$ cat src/hw/rtl/hlfc_pkg.sv
`timescale 1ns / 1ps
`default_nettype none

package hlfc_pkg;

	localparam int ANGLE_COUNT_DEF     = 360;
	localparam int COORD_FRAC_BITS_DEF = 14;
	localparam int QUEUE_DEPTH_DEF     = 8;

	localparam int RHO_W   = 14;
	localparam int ANG_W   = 9;
	localparam int DIM_W   = 13;
	localparam int TRIG_W  = 18;
	localparam int PROD_W  = 32;
	localparam int NUM_W   = 33;
	localparam int MAG_W   = 32;
	localparam int COORD_W = 16;
	localparam int ADDR_W  = 3;
	localparam int DATA_W  = 32;

	localparam logic [DIM_W-1:0] WIDTH_RESET  = 13'd640;
	localparam logic [DIM_W-1:0] HEIGHT_RESET = 13'd480;

	localparam longint unsigned DEG_Q30 = 64'd18740330;

	typedef enum logic {
		REG_FRAME_WIDTH  = 1'b0,
		REG_FRAME_HEIGHT = 1'b1
	} reg_idx_t;

	typedef enum logic [1:0] {
		SIDE_RIGHT  = 2'd0,
		SIDE_LEFT   = 2'd1,
		SIDE_TOP    = 2'd2,
		SIDE_BOTTOM = 2'd3
	} side_t;

	typedef struct packed {
		logic [MAG_W-1:0] un;
		logic [MAG_W-1:0] ud;
		logic             neg;
		side_t            side;
	} slot_t;

	typedef struct packed {
		logic [1:0] count;
		logic       last;
		slot_t      s0;
		slot_t      s1;
	} job_t;

	typedef struct packed {
		logic [COORD_W-1:0] x;
		logic [COORD_W-1:0] y;
	} point_t;

	typedef logic [16:0] sin_tab_t [0:90];

	// Long division by shift and subtract, used only while building the table.
	function automatic longint unsigned udiv64(input longint unsigned num,
			input longint unsigned den);
		longint unsigned q;
		longint unsigned r;
		q = '0;
		r = '0;
		for (int i = 63; i >= 0; i--) begin
			r = {r[62:0], num[i]};
			if (r >= den) begin
				r = r - den;
				q[i] = 1'b1;
			end
		end
		return q;
	endfunction

	// First quadrant sine in Q16 from an eight term series in Q30.
	function automatic logic [16:0] sin_q16(input int unsigned k);
		longint unsigned x;
		longint unsigned t;
		longint unsigned s;
		longint unsigned d;
		int unsigned n;
		x = longint'(k) * DEG_Q30;
		t = x;
		s = x;
		for (n = 1; n <= 7; n++) begin
			t = (((t * x) >> 30) * x) >> 30;
			d = longint'((2 * n) * (2 * n + 1));
			t = udiv64(t, d);
			if (n[0])
				s = s - t;
			else
				s = s + t;
		end
		return 17'((s + 64'd8192) >> 14);
	endfunction

	function automatic sin_tab_t build_sin_tab();
		sin_tab_t tab;
		for (int k = 0; k <= 90; k++)
			tab[k] = sin_q16(k);
		return tab;
	endfunction

	localparam sin_tab_t SIN_TAB = build_sin_tab();

	// Sine of a whole degree angle below 450, signed Q16.
	function automatic logic signed [TRIG_W-1:0] sin_lookup(input logic [ANG_W-1:0] a);
		logic [ANG_W-1:0] b;
		logic [6:0]       k;
		logic             neg;
		logic signed [TRIG_W-1:0] mag;
		b = (a >= 9'd360) ? a - 9'd360 : a;
		if (b <= 9'd90) begin
			k = 7'(b);
			neg = 1'b0;
		end else if (b <= 9'd180) begin
			k = 7'(9'd180 - b);
			neg = 1'b0;
		end else if (b <= 9'd270) begin
			k = 7'(b - 9'd180);
			neg = 1'b1;
		end else begin
			k = 7'(9'd360 - b);
			neg = 1'b1;
		end
		mag = $signed({1'b0, SIN_TAB[k]});
		return neg ? -mag : mag;
	endfunction

endpackage

`default_nettype wire

$ cat src/hw/rtl/hlfc_fifo.sv
`timescale 1ns / 1ps
`default_nettype none

module hlfc_fifo import hlfc_pkg::*; #(
	parameter int QUEUE_DEPTH = QUEUE_DEPTH_DEF,
	localparam int CNT_W = $clog2(QUEUE_DEPTH + 1),
	localparam int PTR_W = $clog2(QUEUE_DEPTH)
) (
	input  logic             clk,
	input  logic             arst_n,
	input  logic             push,
	input  job_t             din,
	input  logic             pop,
	output job_t             dout,
	output logic             avail,
	output logic [CNT_W-1:0] count
);

	job_t             mem_q [QUEUE_DEPTH];
	logic [PTR_W-1:0] wr_q, rd_q;
	logic [CNT_W-1:0] cnt_q;
	logic             do_pop;

	assign avail  = cnt_q != '0;
	assign do_pop = pop && avail;
	assign count  = cnt_q;
	assign dout   = mem_q[rd_q];

	always_ff @(posedge clk) begin
		if (push)
			mem_q[wr_q] <= din;
	end

	always_ff @(posedge clk or negedge arst_n) begin
		if (!arst_n) begin
			wr_q  <= '0;
			rd_q  <= '0;
			cnt_q <= '0;
		end else begin
			if (push)
				wr_q <= (wr_q == PTR_W'(QUEUE_DEPTH - 1)) ? '0 : wr_q + 1'b1;
			if (do_pop)
				rd_q <= (rd_q == PTR_W'(QUEUE_DEPTH - 1)) ? '0 : rd_q + 1'b1;
			if (push && !do_pop)
				cnt_q <= cnt_q + 1'b1;
			else if (!push && do_pop)
				cnt_q <= cnt_q - 1'b1;
		end
	end

endmodule

`default_nettype wire

$ cat config.mk
export PLATFORM = sky130hd
export DESIGN_NAME = hlfc_fifo
export DESIGN_NICKNAME = d
export VERILOG_FILES = /design/src/hw/rtl/hlfc_pkg.sv /design/src/hw/rtl/hlfc_fifo.sv
export SDC_FILE = /design/constraint.sdc
export NUM_CORES = 1
export LEC_CHECK = 0
export BUFFER_PORTS_ARGS = -buffer_cell sky130_fd_sc_hd__buf_2
export CORE_UTILIZATION = 55
export DETAILED_ROUTE_END_ITERATION = 10
export PLACE_DENSITY = 0.7
export SLEW_MARGIN = 10
export SYNTH_ARGS = -nofsm -noshare
export SYNTH_HDL_FRONTEND = slang
export SYNTH_SLANG_ARGS = --single-unit
$ cat constraint.sdc
create_clock -name clk -period 14 [get_ports clk]
set_input_delay 1.4 -clock clk [delete_from_list [all_inputs] [get_ports clk]]
set_output_delay 1.4 -clock clk [all_outputs]
set_load 0.1 [all_outputs]
* Word-level counts from Yosys, hierarchy flattened
Memory sizes are Yosys's and may differ from the RTL's.
Cells that the tools add are included.
** Cells by class
- Add/subtract/negate cells :: 4
- Equality and inequality tests :: 2
- Mux-type cells :: 6
- Reduce and logical (&&, ||, !) cells :: 7
** Operators with widths (count)
- 4-bit two-way mux :: 2
- 3-bit by 1-bit adder with 3-bit output (second input constant) :: 2
- 3-bit equality test (second input constant) :: 2
- 3-bit two-way mux :: 2
- 4-bit by 1-bit adder with 4-bit output (second input constant) :: 1
- 4-bit nonzero test :: 1
- 4-bit by 1-bit subtractor with 4-bit output (second input constant) :: 1
- 1-bit logical AND :: 3
- 1-bit zero test :: 2
- 1-bit two-way mux :: 2
- 2-bit nonzero test :: 1
** Storage, ports and cells
- Bits in registers :: 10
- RAM bits :: 1096
- Bits of input ports :: 141
- Output and inout bits :: 142
- Memories :: 1
** Memories
- mem_q :: words 8, width 137, rd ports 1, clocked after memory_dff 0, wr ports 1, line hlfc_fifo.sv:19 : job_t mem_q [QUEUE_DEPTH];

* Depth between registers and ports, before layout
Gate-level depths: netlist (run 1).
- Depth in word-level cells :: 5
- Gate-level depth with buffers :: 7
- Mapped depth without buffers :: 7

* Worst setup path before layout (run 1)
OpenSTA, ideal clock, no wires.
- Path type :: input-to-reg
- From :: in push
- To :: mem mem_q[0][0] (netlist bit) (enable)
- Data arrival time :: 10.737 ns
- Required time :: 13.199 ns
- Setup slack :: 2.462 ns
- Cell stages on the path :: 2
- Path buffers :: 0
- Cells stage by stage :: nand2b_1 nor3_1
** Between the ends
- Longest elaborated chain between the ends :: 2
** RTL lines
- start, declared :: line hlfc_fifo.sv:11 : input logic push,
- 1-bit two-way mux :: line hlfc_fifo.sv:30 : if (push)
- 1-bit two-way mux (not written as such) :: line hlfc_fifo.sv:31 : mem_q[wr_q] <= din;
- end, declared :: line hlfc_fifo.sv:19
No other way between the ends.

==> results of run 1 <==
-- registers in the layout, indices dropped and copies added, names as in the netlist --
signal / cells
mem_q: 1096
count: 4
wr_q: 3
rd_q: 3
-- cell families (layout without fill, tap and decap cells) --
kind of cell    count (synthesis)  after routing  synth area share
flops                        1106           1106            0.7904
other cells                     0              7                 0
mux                           416            416            0.1869
fa+ha+maj                       8              8          0.002564
xor+xnor                        2              2         0.0004176
simple gates                   27             27          0.003191
compound gates                 10             10          0.001789
buf+inv                        80            507           0.01473
-- cells in the final DEF (no fill, tap or decap), drive strengths merged --
cell type,instances
mux2,141
buf,309
xnor2,2
o211ai,2
a21oi,2
nand3b,2
inv,5
mux4,274
a2111o,1
nand2,6
nand3,2
ha,7
or4,2
dfrtp,10
fa,1
clkbuf,127
diode,7
a21o,1
clkinvlp,9
or3,1
o21ai,3
edfxtp,1096
mux2i,1
nand2b,3
nor3,4
bufinv,17
clkinv,40
nor2,7
o41ai,1
-- critical path, cell delays in order (launching register included) --
cell and delay, ns:
dfrtp_4 0.92, buf_4 0.87, buf_4 0.68, mux4_2 0.58, mux2_2 0.29, buf_2 0.29
-- through the flow --
step,hold WS [ns],utilization,worst slack (ns)
after floorplan,0.5236,-,2.462
after CTS,0.5576,0.6399,7.997
after global placement,0.5411,0.5911,8.773
final,0.5779,0.6401,8.187
after global routing,0.5736,0.6400,7.787
after detailed placement,0.5608,0.5911,8.721
-- layout make-up --
| cell class | count | area share |
|---|---|---|
| multi-input cells | 463 | 0.1716 |
| clock inverters | 69 | 0.01698 |
| flip-flops and latches | 1106 | 0.6915 |
| diodes | 7 | 0.0003651 |
| clock buffers | 127 | 0.05915 |
| repair buffers | 309 | 0.03495 |
| inverters | 2 | 0.0001565 |
| well taps | 969 | 0.02527 |
-- metal layers --
layer,up-vias,GRT usage
met3,140,0.05297
met4,24,0.05709
met2,507,0.3478
met1,9579,0.2784
li1,7831,-
met5,-,0
-- how the worst min path moves through the flow --
stage            start  endpoint  slack [ns]  cells past startpoint
4_1_cts         arst_n  count[3]        0.56                      1
2_1_floorplan  wr_q[2]   wr_q[2]        0.52                      1
3_3_place_gp   wr_q[2]   wr_q[2]        0.54                      1
5_1_grt         arst_n  count[3]        0.57                      1
3_5_place_dp   wr_q[2]   wr_q[2]        0.56                      1
6_report       wr_q[2]   wr_q[2]        0.58                      1
==> impl_metrics.yaml, run 1 <==
cells_and_area:
  nFillCells: 4859
  final_cells: 3052
  multi_input_area_um2: 8233
  fin_area_um2: 47970
  drive_above_1_share: 0.4306
  syn_to_final_growth_pct: 14.33
  seq_area_um2: 33170
  final_nets: 2139
routing:
  ant_nets: 0
  wire_per_inst_um: 26.14
  routed-wl-met2_um: 40230
  wirelength_um: 79790
  first_pass_iters: 4
  routed_via_density: 5.924
  top_layer_used: "met5"
  drt_iter0_drc: 1306
  drc: 0
  met3_length_um: 5212
  vias: 18080
  wl_met1_um: 32370
floorplan:
  die_w_um: 278.2
  ios: 283
  core_um2: 74950
  die_area_um2: 77400
  rows: 100
  initial_core_util: 0.5598
  die_h_um: 278.2
synthesis:
  synth-seq-cells: 1106
  synth_area_leader_cell: "edfxtp_1"
  synth_nets: 1798
  synth_top_area_frac: 0.7844
  syn_avg_cell_area_um2: 25.44
  yosysMostFrequentCell: "edfxtp_1"
  ys_warn_count: 0
  synth.distinct_cells: 30
  synth_edf_count: 1096
  synth_area_um2: 41960
  syn_inst: 1649
  synthTopCellsByArea: "edfxtp_1 (78%), mux4_2 (15%), mux2_2 (3.2%)"
  synth_commonest_cells: "edfxtp_1 (1096), mux4_2 (274), mux2_2 (121), clkbuf_1 (23), mux2_4 (20)"
  async_flop_share: 0.009042
  synth_seq_area_share: 0.7904
  synth_flop_cell: "edfxtp_1"
grt:
  grt_overflow_total: 0
  grt_pass1_wl_um: 119500
  grt_max_degree: 138
  grt_antenna_before_repair: 20
  grt_use_total: 0.2095
  grt_pass1_vias: 19310
timing:
  rsz0062_at_grt: "no"
  fin_skew_ns: 0.02098
  hold_viol: 0
  finalCriticalPeriod_ns: 5.813
  finalSetupTns_ns: 0
  tightestPinTransition_ns: 1.190
  max_freq_mhz: 172.0
  setup_viol: 0
  relSlewSlack: 0.2069
  slew_viol_final: 0
  post-route-period-util: 0.4152
worst_setup_path:
  worstSetupStartpoint: "rd_q[0]"
  path_max_fanout: 50
  rr_startpoint: "wr_q[2]"
  crit_required_ns: 12.60
  crit_type: "flip-flop to primary output"
  timing.rr.end: "mem_q[4][73]"
  ff2ff_path_depth: 4
  crit_arrival_ns: 4.41
  critPathCaptureType: "primary output"
  startpoint_type: "flip-flop"
  r2r_slack_ns: 10.69
  endpoint: "dout[67]"
job:
  drv_cap: 0
clocking:
  cts_repair_resize_count: 0
  cts_tree: "yes"
  cts_setup_buffers: 0
  root_buffer: "clkbuf_16"
  clock_latency_ns: 0.66
  cts_made_buffers: 108
  cts_hold_buf: 0
  cts.sinks: 1106
  cts_buffer_depth: 3
  cts_max_level: 3
  cts.clk_slew.worst_paths_ns: 0.07
place:
  gp_congestion: 0.7253
  post-dp-hpwl_um: 42140
  place_inst: 2849
  dpl_cell_area_um2: 44300
  port_buffers: 282
outcome:
  status: "finished, final reports clean"
min_path:
  hold_class: "flip-flop to flip-flop"
Power of run 1 is left out: the tool's default activity adds up to more than one toggle a clock period on the data nets, which glitch-free logic cannot reach.
==> run 2, diff against run 1 <==
ABC_AREA = 1   (was unset)
PLACE_DENSITY = 0.69   (was 0.7)
clock period = 5.9 ns   (was 14 ns; I/O delays follow)
==> run 2 against run 1 <==
Design area increased by 12%. Critical path depth up 3. Final cell count increased by 110%. Flip-flop and latch count stayed put. Core utilization is 1.2 points lower. Global-route usage increased by 2.4 points. Die area rose by 13%. Critical path type unchanged.
==> impl_metrics.yaml, run 2 <==
outcome:
  status: "finished, final reports clean"
timing:
  slew_viol_final: 0
  post-route-period-util: 0.6807
  max_freq_mhz: 249.0
  tightestPinTransition_ns: 0.9961
  fin_hold_ws_ns: 0.1889
  rsz0062_at_grt: "no"
  finalSetupTns_ns: 0
  relSlewSlack: 0.3344
  finalCriticalPeriod_ns: 4.016
  hold_viol: 0
  setup_viol: 0
  fin_skew_ns: 0.01962
worst_setup_path:
  r2r_slack_ns: 3.21
  crit_slowest_cell: "dfrtp_4"
  crit_path_cell_trace: "buf_4, buf_4, nor2_1, nand2_1, nand2_1, nand2_1, nand2_1, buf_2"
  crit_required_ns: 5.31
  timing.rr.end: "mem_q[6][60]"
  rr_startpoint: "wr_q[0]"
  path_max_fanout: 51
  critPathCaptureType: "primary output"
  cp_common_cell: "nand2_1"
  crit_family: "buffers and inverters"
  cp_num_buf_inv: 3
  ff2ff_path_depth: 5
  crit_arrival_ns: 3.43
  startpoint_type: "flip-flop"
  critPathMaxStageDelay_ns: 0.75
  crit_type: "flip-flop to primary output"
synthesis:
  synth_commonest_cells: "nand2_1 (1806), nor2_1 (1108), edfxtp_1 (1096), inv_1 (558), buf_2 (158)"
  syn_avg_cell_area_um2: 9.859
  synth-xor-area-share: 0.0003690
  synth_area_um2: 47470
  ys_warn_count: 0
  synth-seq-cells: 1106
  synth_seq_area_share: 0.6986
  synth_edf_count: 1096
  async_flop_share: 0.009042
  synth_flop_cell: "edfxtp_1"
  yosysMostFrequentCell: "nand2_1"
  synth_compound_area_frac: 0.0007380
  synth-simple-area-share: 0.2311
  synth_top_family_by_area: "simple AND/OR/NAND/NOR gates"
  synth_area_leader_cell: "edfxtp_1"
  synthTopCellsByArea: "edfxtp_1 (69%), nand2_1 (14%), nor2_1 (8.8%)"
  synth_nets: 4964
  synthAdderAreaFrac: 0.002267
  syn_inst: 4815
  synth.distinct_cells: 18
  synth_top_area_frac: 0.6933
  synth.mux.area_fraction: 0
routing:
  wire_per_inst_um: 16.17
  drc: 0
  drt_iter0_drc: 2262
  wirelength_um: 101800
  ant_nets: 0
  routed_via_density: 4.849
  vias: 30540
  first_pass_iters: 5
cells_and_area:
  mostFrequentLayoutCells: "nand2_1 (1806), nor2_1 (1100), edfxtp_1 (1096)"
  largest_reg_flops: 1096
  drive_above_1_share: 0.09716
  utilization: 0.6279
  layout_commonest_cell: "nand2_1"
  multi_input_area_um2: 11190
  final_nets: 5192
  largest-register: "mem_q"
  fin_area_um2: 53550
  seq_area_um2: 33170
  nFillCells: 6775
  syn_to_final_growth_pct: 12.80
place:
  dpl_cell_area_um2: 49920
  post-dp-hpwl_um: 53010
  gp_congestion: 0.7839
  port_buffers: 282
grt:
  grt_pass1_wl_um: 156900
  grt_antenna_before_repair: 22
  grt_use_total: 0.2339
  grt_max_degree: 187
  grt_overflow_total: 0
  grt_pass1_vias: 28620
clocking:
  cts.sinks: 1106
  cts_max_level: 3
  cts_made_buffers: 111
  cts_setup_buffers: 0
  root_buffer: "clkbuf_16"
  cts.clk_slew.worst_paths_ns: 0.06
  clock_latency_ns: 0.66
  cts_tree: "yes"
  cts_buffer_depth: 3
floorplan:
  core_um2: 85280
  die_h_um: 295.8
  ios: 283
  rows: 107
  die_w_um: 295.8
  initial_core_util: 0.5566
  die_area_um2: 87490
min_path:
  min-delay-start: "din[74]"
  hold_depth: 1
  hold_class: "input port to flip-flop"
  hold_end: "mem_q[0][74]"
job:
  drv_cap: 0
-- run 2: worst max-delay path by stage --
stage / start / end / slack [ns] / cells after the start
2_1_floorplan: push / mem_q[3][0] / -1.13 / 2
3_3_place_gp: rd_q[1] / dout[5] / 2.65 / 8
3_5_place_dp: rd_q[1] / dout[114] / 2.63 / 8
4_1_cts: rd_q[1] / dout[5] / 1.88 / 8
5_1_grt: rd_q[1] / dout[5] / 1.73 / 8
6_report: rd_q[1] / dout[5] / 1.88 / 8
-- run 2: worst register-to-register path: cells and delay by family (launching register included) --
kind	cells	cell delay, ns
flip-flops	1	0.39
buffers and inverters	3	1.48
AND/OR/NAND/NOR	2	0.41
-- run 2: routing by layer --
metal,global-route usage,share of wire
met1,0.3141,0.43
met2,0.3925,0.48
met3,0.03702,0.063
met4,0.07279,0.024
met5,0,0.0010
-- run 2: stage by stage --
stage          std cells  worst slack [ns]
2_1_floorplan       4815            -1.128
3_3_place_gp        6073             2.651
3_5_place_dp        6073             2.632
4_1_cts             6280             1.881
5_1_grt             6289             1.729
6_report            6299             1.884
-- run 2: repair_timing --
action | in CTS | in global routing
gates resized for setup | 0 | 0
setup endpoints to repair | 0 | 0
endpoints found under the hold margin | 10 | 0
hold buffers | 1 | 0
-- run 2: cells by family (layout without fill, tap and decap cells) --
kind of cell / Yosys count / after routing
adder cells (fa/ha/maj): 8 / 8
flip-flops: 1106 / 1106
XOR/XNOR: 2 / 2
buffers and inverters: 772 / 1093
other: 0 / 19
AND/OR/NAND/NOR: 2920 / 2920
AO/OA/AOI/OAI: 7 / 7
-- run 2: area by class of cell --
class                      count  share of cell area
antenna                       19           0.0008880
clock buffer                 130             0.05400
clock inverter                76             0.01269
inverter                     559             0.03942
multi-input combinational   2937              0.2090
sequential                  1106              0.6195
tap                         1144             0.02673
timing repair buffer         328             0.03776
Power of run 2 is left out for the same reason.
